File: src/design/ghp_pkg.sv
// Shared types and constants for the generational handle pool.
package ghp_pkg;
  localparam int Capacity = 1024;
  localparam int IdxW = $clog2(Capacity);
  localparam int CntW = $clog2(Capacity + 1);

  localparam logic [1:0] RegPoolEnable = 2'd0;

  typedef enum logic [2:0] {
    ACT_ALLOC = 3'd0, ACT_FREE = 3'd1, ACT_SET_STATE = 3'd2, ACT_GET_STATE = 3'd3,
    ACT_SET_DATA = 3'd4, ACT_GET_DATA = 3'd5, ACT_VALIDATE = 3'd6, ACT_NONE = 3'd7
  } action_t;

  localparam logic [2:0] StEmpty = 3'd0;
  localparam logic [2:0] StLoading = 3'd1;
  localparam logic [2:0] StPending = 3'd2;

  typedef enum logic [1:0] {S_IDLE, S_CLEAR, S_READ, S_EXEC} fsm_state_t;

  typedef struct packed {
    logic [2:0]  action;
    logic [7:0]  res_type;
    logic [7:0]  pool_id;
    logic [15:0] handle_index;
    logic [31:0] handle_generation;
    logic [2:0]  new_state;
    logic [63:0] data_word;
  } req_t;

  typedef struct packed {
    logic        ok;
    logic [15:0] out_index;
    logic [31:0] out_generation;
    logic [7:0]  out_pool_id;
    logic [2:0]  out_state;
    logic [63:0] out_data;
    logic [16:0] active_count;
  } rsp_t;

  typedef struct packed {
    logic clear;
    logic capture;
    logic read;
    logic exec;
  } cmd_t;

  typedef struct packed {
    logic clear_done;
  } sts_t;
endpackage

File: src/design/ghp_ctrl.sv
// Sequencer: clearing pass, then capture, read and execute per item.
module ghp_ctrl (
  input  logic          clk,
  input  logic          rst,
  input  logic          start,
  input  ghp_pkg::sts_t sts,
  output logic          busy,
  output ghp_pkg::cmd_t cmd
);
  import ghp_pkg::*;
  fsm_state_t state, state_next;

  always_ff @(posedge clk) begin
    if (rst) state <= S_CLEAR;
    else state <= state_next;
  end

  always_comb begin
    state_next = state;
    case (state)
      S_CLEAR: if (sts.clear_done) state_next = S_IDLE;
      S_IDLE:  if (start) state_next = S_READ;
      S_READ:  state_next = S_EXEC;
      S_EXEC:  state_next = S_IDLE;
      default: state_next = S_IDLE;
    endcase
  end

  always_comb begin
    busy = (state != S_IDLE);
    cmd = '0;
    case (state)
      S_CLEAR: cmd.clear = 1'b1;
      S_IDLE:  cmd.capture = start;
      S_READ:  cmd.read = 1'b1;
      S_EXEC:  cmd.exec = 1'b1;
      default: cmd = '0;
    endcase
  end
endmodule

File: config.mk
export PLATFORM = sky130hd
export DESIGN_NAME = ghp_ctrl
export DESIGN_NICKNAME = d
export VERILOG_FILES = /design/src/design/ghp_pkg.sv /design/src/design/ghp_ctrl.sv
export SDC_FILE = /design/constraint.sdc
export NUM_CORES = 1
export LEC_CHECK = 0
export BUFFER_PORTS_ARGS = -buffer_cell sky130_fd_sc_hd__buf_2
export CAP_MARGIN = 30
export CORE_AREA = 5 5 42 44
export CTS_CLUSTER_DIAMETER = 40
export DETAILED_ROUTE_END_ITERATION = 12
export DIE_AREA = 0 0 47 49
export GPL_TIMING_DRIVEN = 0
export PLACE_DENSITY = 0.3
export SLEW_MARGIN = 20
export SYNTH_ARGS = -nofsm -noshare
export SYNTH_HDL_FRONTEND = slang
export SYNTH_SLANG_ARGS = --single-unit
File: constraint.sdc
create_clock -name clk -period 1 [get_ports clk]
set_input_delay 0.1 -clock clk [delete_from_list [all_inputs] [get_ports clk]]
set_output_delay 0.1 -clock clk [all_outputs]
set_load 0.02 [all_outputs]
==> PnR_summary.wiki, run 1 <==
{| class="wikitable"
! Metric !! Value
|-
| Status || finished, violations left
|-
| Violated checks || setup timing
|-
| Required time at the endpoint of the critical path || 0.90 ns
|-
| Max-capacitance violation count || 0
|-
| Final weighted congestion of routability-driven global placement || 0.607
|-
| Largest fanout on the critical path || 4
|-
| Total die area || 2300 sq um
|-
| Post-Syn Instances || 13
|-
| Number of nets in the synthesized netlist || 17
|-
| Post-layout worst setup margin || -0.118 ns
|-
| Final Skew || 0.00206 ns
|-
| Post-synthesis instance area || 116 sq um
|-
| Starting density of the core || 8.30%
|-
| Share of post-route cells with drive strength above 1 || 76.9%
|-
| Pre-CTS setup slack || 0.0514 ns
|-
| Die height || 49 microns
|-
| Lkg Pwr || 0.130 nW
|-
| Aggregate global-route resource usage || 4.36%
|-
| Grt ovf || 0
|-
| Total number of nets in the final design || 32
|-
| Fmax || 895 MHz
|-
| Slowest cell on crit path || sky130_fd_sc_hd__dfxtp_4
|-
| DRC violation count after routing || 0
|-
| Ratio of routed vias to standard cells || 3.19
|-
| Period minus WS final || 1.12 ns
|-
| Worst path max stage delay || 0.34 ns
|-
| Unrepaired setup endpoints after global routing || yes
|-
| Clock tree from TritonCTS || yes
|-
| Layout overhead on the synthesized area || 129%
|-
| Slew at the pin closest to its max-slew limit || 0.138 ns
|-
| Average cell area after synthesis || 8.95 sq um
|-
| Standard-cell row count || 14
|-
| Worst voltage drop across the vdd grid || 0.000356 V
|-
| Most flop-heavy register || state
|-
| Routed len/inst || 8.12 microns
|-
| Clock input transition at the sequential cells of the worst setup and hold paths || 0.03 ns
|-
| Final Cycle Share || 112%
|-
| Power density of the placed cells || 1380 nW/um^2
|-
| Setup tns final || -0.301 ns
|-
| Crit start category || flip-flop
|-
| Number of search-and-repair iterations in the first detailed-routing pass || 1
|-
| Top Registers || state: 2 flops
|-
| Synth cell types || 9
|-
| Post-route total power || 368 uW
|-
| Cell accounting for the most synthesized area || sky130_fd_sc_hd__dfxtp_1
|-
| Number of CTS-inserted buffers || 3
|-
| Crit. End Element || output port
|-
| CP Cell Sequence || or2_4 -> nor2_4 -> buf_6
|-
| Remaining number of nets flagged by the antenna check after routing || 0
|-
| Worst r2r src || state[1]$_SDFFE_PP0P_
|-
| Crit-path leading delay family || flip-flops
|-
| Clock network latency to the later pin of the worst-skew pair || 0.23 ns
|-
| # setup viols final || 5
|-
| Placeable core area || 1400 sq um
|-
| HPWL reported at the end of detailed placement || 242 microns
|-
| Worst hold-check path type || input pin to flip-flop
|-
| Clk sink count || 2
|-
| Largest register FFs || 2
|-
| Routed via count || 134
|-
| Startpoint of the lowest-slack hold path || rst
|-
| Count of final hold-check violations || 0
|-
| Count of input and output buffers || 8
|-
| Buf/Inv on CP || 1
|-
| Antenna diode count || 0
|-
| H-tree level count || 1
|-
| Warnings from Yosys || 0
|-
| CP Class || flip-flop to output port
|-
| Relative slew slack || 90.7%
|-
| Pin count of the biggest net entering global routing || 5
|-
| Synth Register Bits || 2
|-
| Global-route wire length before repair || 648 microns
|-
| Fill count || 168
|-
| Violation count after the first detailed-routing iteration || 0
|-
| Buffer levels on the longest clock path || 2
|-
| Via count of the first global-routing pass || 175
|-
| Startpoint of the most critical setup path || state[0]$_SDFFE_PP1P_
|-
| Data arrival time at the worst-slack endpoint || 1.02 ns
|-
| Leading post-synthesis cells by cell area || sky130_fd_sc_hd__dfxtp_1, sky130_fd_sc_hd__nor2b_4, sky130_fd_sc_hd__a211o_1
|-
| Fraction of synthesized cell area taken by the top area cell type || 34.4%
|-
| Hold-fix buffer count after cts || 0
|-
| Initial antenna violation count || 0
|-
| Die boundary width || 47 microns
|-
| Routed wire length || 341 microns
|-
| Max-slew violation count || 0
|-
| Num ports || 9
|-
| Share of the yosys chip area belonging to registers || 34.4%
|-
| Root buffer cell || sky130_fd_sc_hd__clkbuf_4
|}
[synth_stat cells (all sizes together)]
master / number
and2: 1
dfxtp: 2
a211o: 1
buf: 1
inv: 2
or2: 1
nor3: 1
nor2: 2
nor2b: 2
[cell type report]
class | count | area [sq um] | area share [%]
multi-input cells | 8 | 71.3 | 26.8
inverters | 2 | 7.51 | 2.82
well taps | 16 | 20.0 | 7.51
flip-flops and latches | 2 | 47.5 | 17.8
repair buffers | 11 | 97.6 | 36.6
clock buffers | 3 | 22.5 | 8.45
[per-layer routing]
layer  vias up  wire length [microns]  GRT usage, %
met5         -                      0             0
met4         0                     23          6.91
met3         3                     58          2.21
met2        12                    127          5.43
met1        54                    132          3.72
li1         65                      -             -
[placed cells by master, fill, tap and decap left out]
master and count:
sky130_fd_sc_hd__a211o_1 1, sky130_fd_sc_hd__or2_4 1, sky130_fd_sc_hd__inv_1 2, sky130_fd_sc_hd__buf_2 3, sky130_fd_sc_hd__nor2b_4 2, sky130_fd_sc_hd__buf_6 6, sky130_fd_sc_hd__and2_1 1, sky130_fd_sc_hd__clkbuf_4 3
sky130_fd_sc_hd__nor3_1 1, sky130_fd_sc_hd__buf_4 2, sky130_fd_sc_hd__nor2_1 1, sky130_fd_sc_hd__dfxtp_4 2, sky130_fd_sc_hd__nor2_4 1
[logic make-up after synthesis]
logic type	share of synthesized area [%]
AOI/OAI and AO/OA	7.53
buffers and inverters	12.9
DFF	34.4
and+or+nand+nor	45.2
[where the power goes]
group          internal [mW]  switching (mW)
sequential            0.0844         0.00526
combinational         0.0557          0.0427
clock                  0.132          0.0477
total                  0.273          0.0956
[path summary, 6_finish.rpt]
path | end | slack (ns) | depth (start not counted)
setup reg to reg | state[0]$_SDFFE_PP1P_ | 0.13 | 3
hold / removal | state[1]$_SDFFE_PP0P_ | 0.04 | 2
hold reg to reg | state[1]$_SDFFE_PP0P_ | 0.54 | 2
setup / recovery | cmd[2] | -0.12 | 3
[timing repair]
item / in CTS / in global routing
endpoints found under the setup margin: 5 / 5
setup buffers: 3 / 0
resized for setup: 15 / 2
[stage by stage]
stage	hold WS (ns)	cells	cell area [sq um]	utilization, %
floorplan	0.177	13	119	-
global placement	0.282	37	179	12.8
detailed placement	0.290	37	179	12.8
CTS	0.0369	42	258	18.4
global route	0.0625	42	267	19.0
finish	0.0429	42	267	19.0
No activity file was read; power rests on OpenSTA's default activity.
==> inputs of run 2 (changes only) <==
BUFFER_PORTS_ARGS = unset   (was -buffer_cell sky130_fd_sc_hd__buf_2)
DONT_BUFFER_PORTS = 1   (was unset)
==> run 2 against run 1 <==
- the run still ends with setup timing left
- final area shrank 24%
- sequential power grew 3.1%
- largest cell class is now multi-input combinational cells
- largest power group unchanged
- flip-flop and latch count did not move
- sequential share of layout area is 4.5 points higher
==> PnR_summary.wiki, run 2 (synthesis results as in run 1) <==
{| class="wikitable"
! Metric !! Value
|-
| Fmax || 914 MHz
|-
| Final Cycle Share || 109%
|-
| Post-route total power || 326 uW
|-
| Initial antenna violation count || 0
|-
| Buffer levels on the longest clock path || 2
|-
| Crit-path leading delay family || simple AND/OR/NAND/NOR gates
|-
| Most flop-heavy register || state
|-
| DRC violation count after routing || 0
|-
| CP Class || flip-flop to output port
|-
| Power density of the placed cells || 1620 nW/um^2
|-
| Slowest cell on crit path || sky130_fd_sc_hd__dfxtp_4
|-
| Instance area after placement || 139 sq um
|-
| Final Skew || 0.00350 ns
|-
| Largest register FFs || 2
|-
| Number of CTS-inserted buffers || 3
|-
| Setup tns final || -0.127 ns
|-
| Ratio of routed vias to standard cells || 2.97
|-
| Clk sink count || 2
|-
| Routed len/inst || 9.06 microns
|-
| Total die area || 2300 sq um
|-
| Grt ovf || 0
|-
| Share of post-route cells with drive strength above 1 || 66.7%
|-
| Clock input transition at the sequential cells of the worst setup and hold paths || 0.03 ns
|-
| Fill count || 166
|-
| Data arrival time at the worst-slack endpoint || 0.99 ns
|-
| Total number of nets in the final design || 24
|-
| Root buffer cell || sky130_fd_sc_hd__clkbuf_4
|-
| Count of final hold-check violations || 0
|-
| Required time at the endpoint of the critical path || 0.90 ns
|-
| Routed via count || 101
|-
| Relative slew slack || 88.3%
|-
| Clock tree from TritonCTS || yes
|-
| Worst hold-check path type || input pin to flip-flop
|-
| Startpoint of the lowest-slack hold path || sts
|-
| Antenna diode count || 0
|-
| Violated checks || setup timing
|-
| Remaining number of nets flagged by the antenna check after routing || 0
|-
| Number of search-and-repair iterations in the first detailed-routing pass || 2
|-
| Global-route wire length before repair || 489 microns
|-
| Lkg Pwr || 0.0899 nW
|-
| Worst voltage drop across the vdd grid || 0.000510 V
|-
| Violation count after the first detailed-routing iteration || 1
|-
| H-tree level count || 1
|-
| Buf/Inv on CP || 0
|-
| Die height || 49 microns
|-
| Most common cell after layout, fill and taps aside || sky130_fd_sc_hd__clkbuf_4
|-
| Worst r2r src || state[1]$_SDFFE_PP0P_
|-
| Slew at the pin closest to its max-slew limit || 0.175 ns
|-
| Via count of the first global-routing pass || 123
|-
| Max-slew violation count || 0
|-
| Routed wire length || 308 microns
|-
| Final weighted congestion of routability-driven global placement || 0.597
|-
| Count of input and output buffers || 0
|-
| Post-layout worst setup margin || -0.0940 ns
|-
| CP Cell Sequence || or2_4 -> nor2_4
|-
| Worst path max stage delay || 0.33 ns
|-
| Period minus WS final || 1.09 ns
|-
| # setup viols final || 2
|-
| Final design utilization || 14.4%
|-
| Most frequent cells in the layout || sky130_fd_sc_hd__clkbuf_4, sky130_fd_sc_hd__nor2b_4, sky130_fd_sc_hd__inv_1, sky130_fd_sc_hd__buf_6
|-
| Placeable core area || 1400 sq um
|-
| Die boundary width || 47 microns
|-
| Unrepaired setup endpoints after global routing || yes
|-
| Standard-cell row count || 14
|-
| Top Registers || state: 2 flops
|-
| Pin count of the biggest net entering global routing || 6
|-
| Max-capacitance violation count || 0
|-
| Starting density of the core || 8.30%
|-
| Num ports || 9
|-
| Layout overhead on the synthesized area || 73.1%
|-
| Crit. End Element || output port
|-
| Startpoint of the most critical setup path || state[1]$_SDFFE_PP0P_
|-
| Largest fanout on the critical path || 2
|-
| Crit start category || flip-flop
|-
| Status || finished, violations left
|-
| Post-layout instance area || 201 sq um
|-
| Clock network latency to the later pin of the worst-skew pair || 0.22 ns
|-
| Aggregate global-route resource usage || 3.44%
|}
-- run 2: cell types whose count changed in the layout (fill, tap and decap cells not counted), sizes merged --
cell	delta
dlygate4sd3	+1
buf	-9
-- run 2: report_power, final --
part / internal, mW / switching [mW] / leakage, nW / total, mW
clock network: 0.132 / 0.0400 / 0.0138 / 0.172
registers: 0.0853 / 0.00715 / 0.0172 / 0.0925
logic: 0.0281 / 0.0338 / 0.0589 / 0.0619
total: 0.245 / 0.0810 / 0.0899 / 0.326
-- run 2: final cells by class --
class	instances	area, sq um	area share [%]
multi-input combinational	8	73.8	36.6
sequential	2	45.0	22.4
clock buffer	3	22.5	11.2
timing repair buffer	2	21.3	10.6
tap	16	20.0	9.94
buffer	1	11.3	5.59
inverter	2	7.51	3.73
-- run 2: per-layer routing --
layer  vias up  part of all wire [%]  GRT usage, %
met1        41                    51          3.71
met5         -                     0             0
met4         0                     0          2.76
met2        10                    37          3.85
li1         50                     -             -
met3         0                    12          3.32
-- run 2: what timing repair did --
| action | 4_1_cts | 5_1_grt |
|---|---|---|
| hold endpoints to repair | 2 | 0 |
| endpoints found under the setup margin | 5 | 4 |
| pin swaps | 2 | 1 |
| gates cloned | 0 | 0 |
| setup buffers | 1 | 0 |
| hold buffers | 1 | 0 |
| gates resized for setup | 8 | 1 |
-- run 2: final timing paths --
| check | end | slack, ns | cells after the start |
|---|---|---|---|
| worst max-delay path | cmd[2] | -0.09 | 2 |
| worst min-delay path | state[0]$_SDFFE_PP1P_ | 0.05 | 2 |
| worst max register to register | state[0]$_SDFFE_PP1P_ | 0.05 | 3 |
| worst min register to register | state[1]$_SDFFE_PP0P_ | 0.48 | 1 |
-- run 2: through the flow --
stage	hold slack [ns]	setup slack (ns)	instances
after global routing	0.0579	-0.127	34
after detailed placement	0.183	-0.0505	29
after floorplan	0.177	0.00397	13
after global placement	0.180	-0.0440	29
final	0.0476	-0.0940	34
after CTS	0.0440	-0.127	34
==> inputs of run 3 (changes only) <==
HOLD_SLACK_MARGIN = 0.15   (was unset)
RECOVER_POWER = 25   (was unset)
==> run 3 against run 2 <==
- the run still ends with setup timing left
- clock skew hardly changed
- global-route usage grew 0.21 points
- clock power hardly changed
- worst hold slack improved by 0.28 ns
- combinational power increased by 11%
- fmax about the same
- register-to-register slack is essentially flat
- sequential share of layout area is 2.0 points lower
- flip-flop and latch count is the same
- critical path depth is the same
==> PnR_summary.wiki, run 3 (synthesis results as in run 1) <==
{| class="wikitable"
! Metric !! Value
|-
| Routed wire length || 321 microns
|-
| Violation count after the first detailed-routing iteration || 1
|-
| Remaining number of nets flagged by the antenna check after routing || 0
|-
| Proportion of power drawn by combinational gates || 20.6%
|-
| Ratio of routed vias to standard cells || 2.97
|-
| Layout overhead on the synthesized area || 90.3%
|-
| Post-layout worst setup margin || -0.0939 ns
|-
| Data arrival time at the worst-slack endpoint || 0.99 ns
|-
| # setup viols final || 2
|-
| Switching power || 82.3 uW
|-
| Final Cycle Share || 109%
|-
| Routed len/inst || 8.92 microns
|-
| Period minus WS final || 1.09 ns
|-
| Unrepaired setup endpoints after global routing || yes
|-
| Fill count || 167
|-
| H-tree level count || 1
|-
| Hold Path Depth || 2
|-
| Total number of nets in the final design || 26
|-
| Relative slew slack || 88.3%
|-
| Antenna diode count || 0
|-
| Pre-CTS setup slack || -0.0505 ns
|-
| Sequential cell area || 45.0 sq um
|-
| Crit start category || flip-flop
|-
| Largest fanout on the critical path || 2
|-
| Clock network latency to the later pin of the worst-skew pair || 0.22 ns
|-
| Worst-case reg-to-reg path depth || 3
|-
| Count of input and output buffers || 0
|-
| Final design utilization || 15.8%
|-
| Pin count of the biggest net entering global routing || 6
|-
| Root buffer cell || sky130_fd_sc_hd__clkbuf_4
|-
| Share of post-route cells with drive strength above 1 || 60.0%
|-
| Placeable core area || 1400 sq um
|-
| Die height || 49 microns
|-
| Max-slew violation count || 0
|-
| Routed via count || 107
|-
| Number of standard cells in the layout, taps in and fillers out || 36
|-
| Final weighted congestion of routability-driven global placement || 0.597
|-
| Status || finished, violations left
|-
| Power density of the placed cells || 1500 nW/um^2
|-
| Number of search-and-repair iterations in the first detailed-routing pass || 2
|-
| Clk sink count || 2
|-
| Aggregate global-route resource usage || 3.65%
|-
| Max-capacitance violation count || 0
|-
| Lkg Pwr || 0.0983 nW
|-
| Most flop-heavy register || state
|-
| Slew at the pin closest to its max-slew limit || 0.175 ns
|-
| Final Skew || 0.00350 ns
|-
| Die boundary width || 47 microns
|-
| Portion of total power attributed to sequential cells || 27.8%
|-
| Clock input transition at the sequential cells of the worst setup and hold paths || 0.03 ns
|-
| CP Class || flip-flop to output port
|-
| Count of final hold-check violations || 0
|-
| Placed Instances || 29
|-
| Initial antenna violation count || 0
|-
| Net switching share of the total power || 24.7%
|-
| Worst hold margin || 0.331 ns
|-
| Top Registers || state: 2 flops
|-
| Number of CTS-inserted buffers || 3
|-
| Grt ovf || 0
|-
| Standard-cell row count || 14
|-
| Buffer levels on the longest clock path || 2
|-
| Worst voltage drop across the vdd grid || 0.000510 V
|-
| Global-route wire length before repair || 524 microns
|-
| Violated checks || setup timing
|-
| Largest register FFs || 2
|-
| Crit. End Element || output port
|-
| Most frequent cells in the layout || sky130_fd_sc_hd__clkbuf_4, sky130_fd_sc_hd__dlygate4sd3_1, sky130_fd_sc_hd__nor2b_4, sky130_fd_sc_hd__inv_1, sky130_fd_sc_hd__buf_6
|-
| Clock tree from TritonCTS || yes
|-
| Num ports || 9
|-
| DRC violation count after routing || 0
|-
| Worst hold-check path type || input pin to output port
|-
| Total die area || 2300 sq um
|-
| Combined area of the multi-input logic cells || 73.8 sq um
|-
| Post-route total power || 333 uW
|-
| Clock Power Share || 51.7%
|-
| Fmax || 914 MHz
|-
| Via count of the first global-routing pass || 136
|-
| Starting density of the core || 8.30%
|-
| Required time at the endpoint of the critical path || 0.90 ns
|-
| Internal Pwr Total || 250 uW
|}
-- run 3: changes by cell type in the layout (fill, tap and decap cells not counted) --
cell / before / now
sky130_fd_sc_hd__dlygate4sd3_1: 1 / 3
-- run 3: per-stage QoR --
step	TNS, ns	cell area, sq um
floorplan	0	119
CTS	-0.194	218
global placement	-0.0440	139
finish	-0.127	221
global route	-0.193	221
detailed placement	-0.0505	139
-- run 3: worst paths after layout --
path	from	to	slack, ns
worst min-delay path	start	cmd[2]	0.33
worst min register to register	state[0]$_SDFFE_PP1P_	state[1]$_SDFFE_PP0P_	0.48
worst max-delay path	state[1]$_SDFFE_PP0P_	cmd[2]	-0.09
worst max register to register	state[1]$_SDFFE_PP0P_	state[0]$_SDFFE_PP1P_	0.05
-- run 3: repair_timing --
item / CTS / global route
buffers inserted: 1 / 0
pin swaps: 2 / 1
cloned: 0 / 0
hold buffers: 3 / 0
endpoints found under the setup margin: 5 / 4
endpoints found under the hold margin: 2 / 0
gates resized for setup: 8 / 1
-- run 3: metal layers --
layer,track usage (%),vias to the layer above,part of all wire (%)
li1,-,54,-
met1,3.71,44,50
met2,4.52,9,40
met3,3.32,0,10
met4,2.76,0,0
met5,0,-,0
-- run 3: cell type report --
type,instances,share of cell area [%]
flip-flops and latches,2,20.3
inverters,2,3.39
plain buffers,1,5.08
repair buffers,4,18.6
well taps,16,9.04
clock buffers,3,10.2
multi-input cells,8,33.3
-- run 3: power groups by stage --
stage / Combinational [mW] / Clock [mW] / Sequential [mW]
3_5_place_dp: 0.0454 / 0 / 0.0954
5_1_grt: 0.0748 / 0.191 / 0.0933
4_1_cts: 0.0690 / 0.183 / 0.0922
6_report: 0.0685 / 0.172 / 0.0924
2_1_floorplan: 0.0411 / 0 / 0.0937
3_3_place_gp: 0.0447 / 0 / 0.0945
-- run 3: critical path, stage by stage (launching register included) --
cell and delay, ns:
sky130_fd_sc_hd__dfxtp_4 0.33, sky130_fd_sc_hd__or2_4 0.29, sky130_fd_sc_hd__nor2_4 0.15
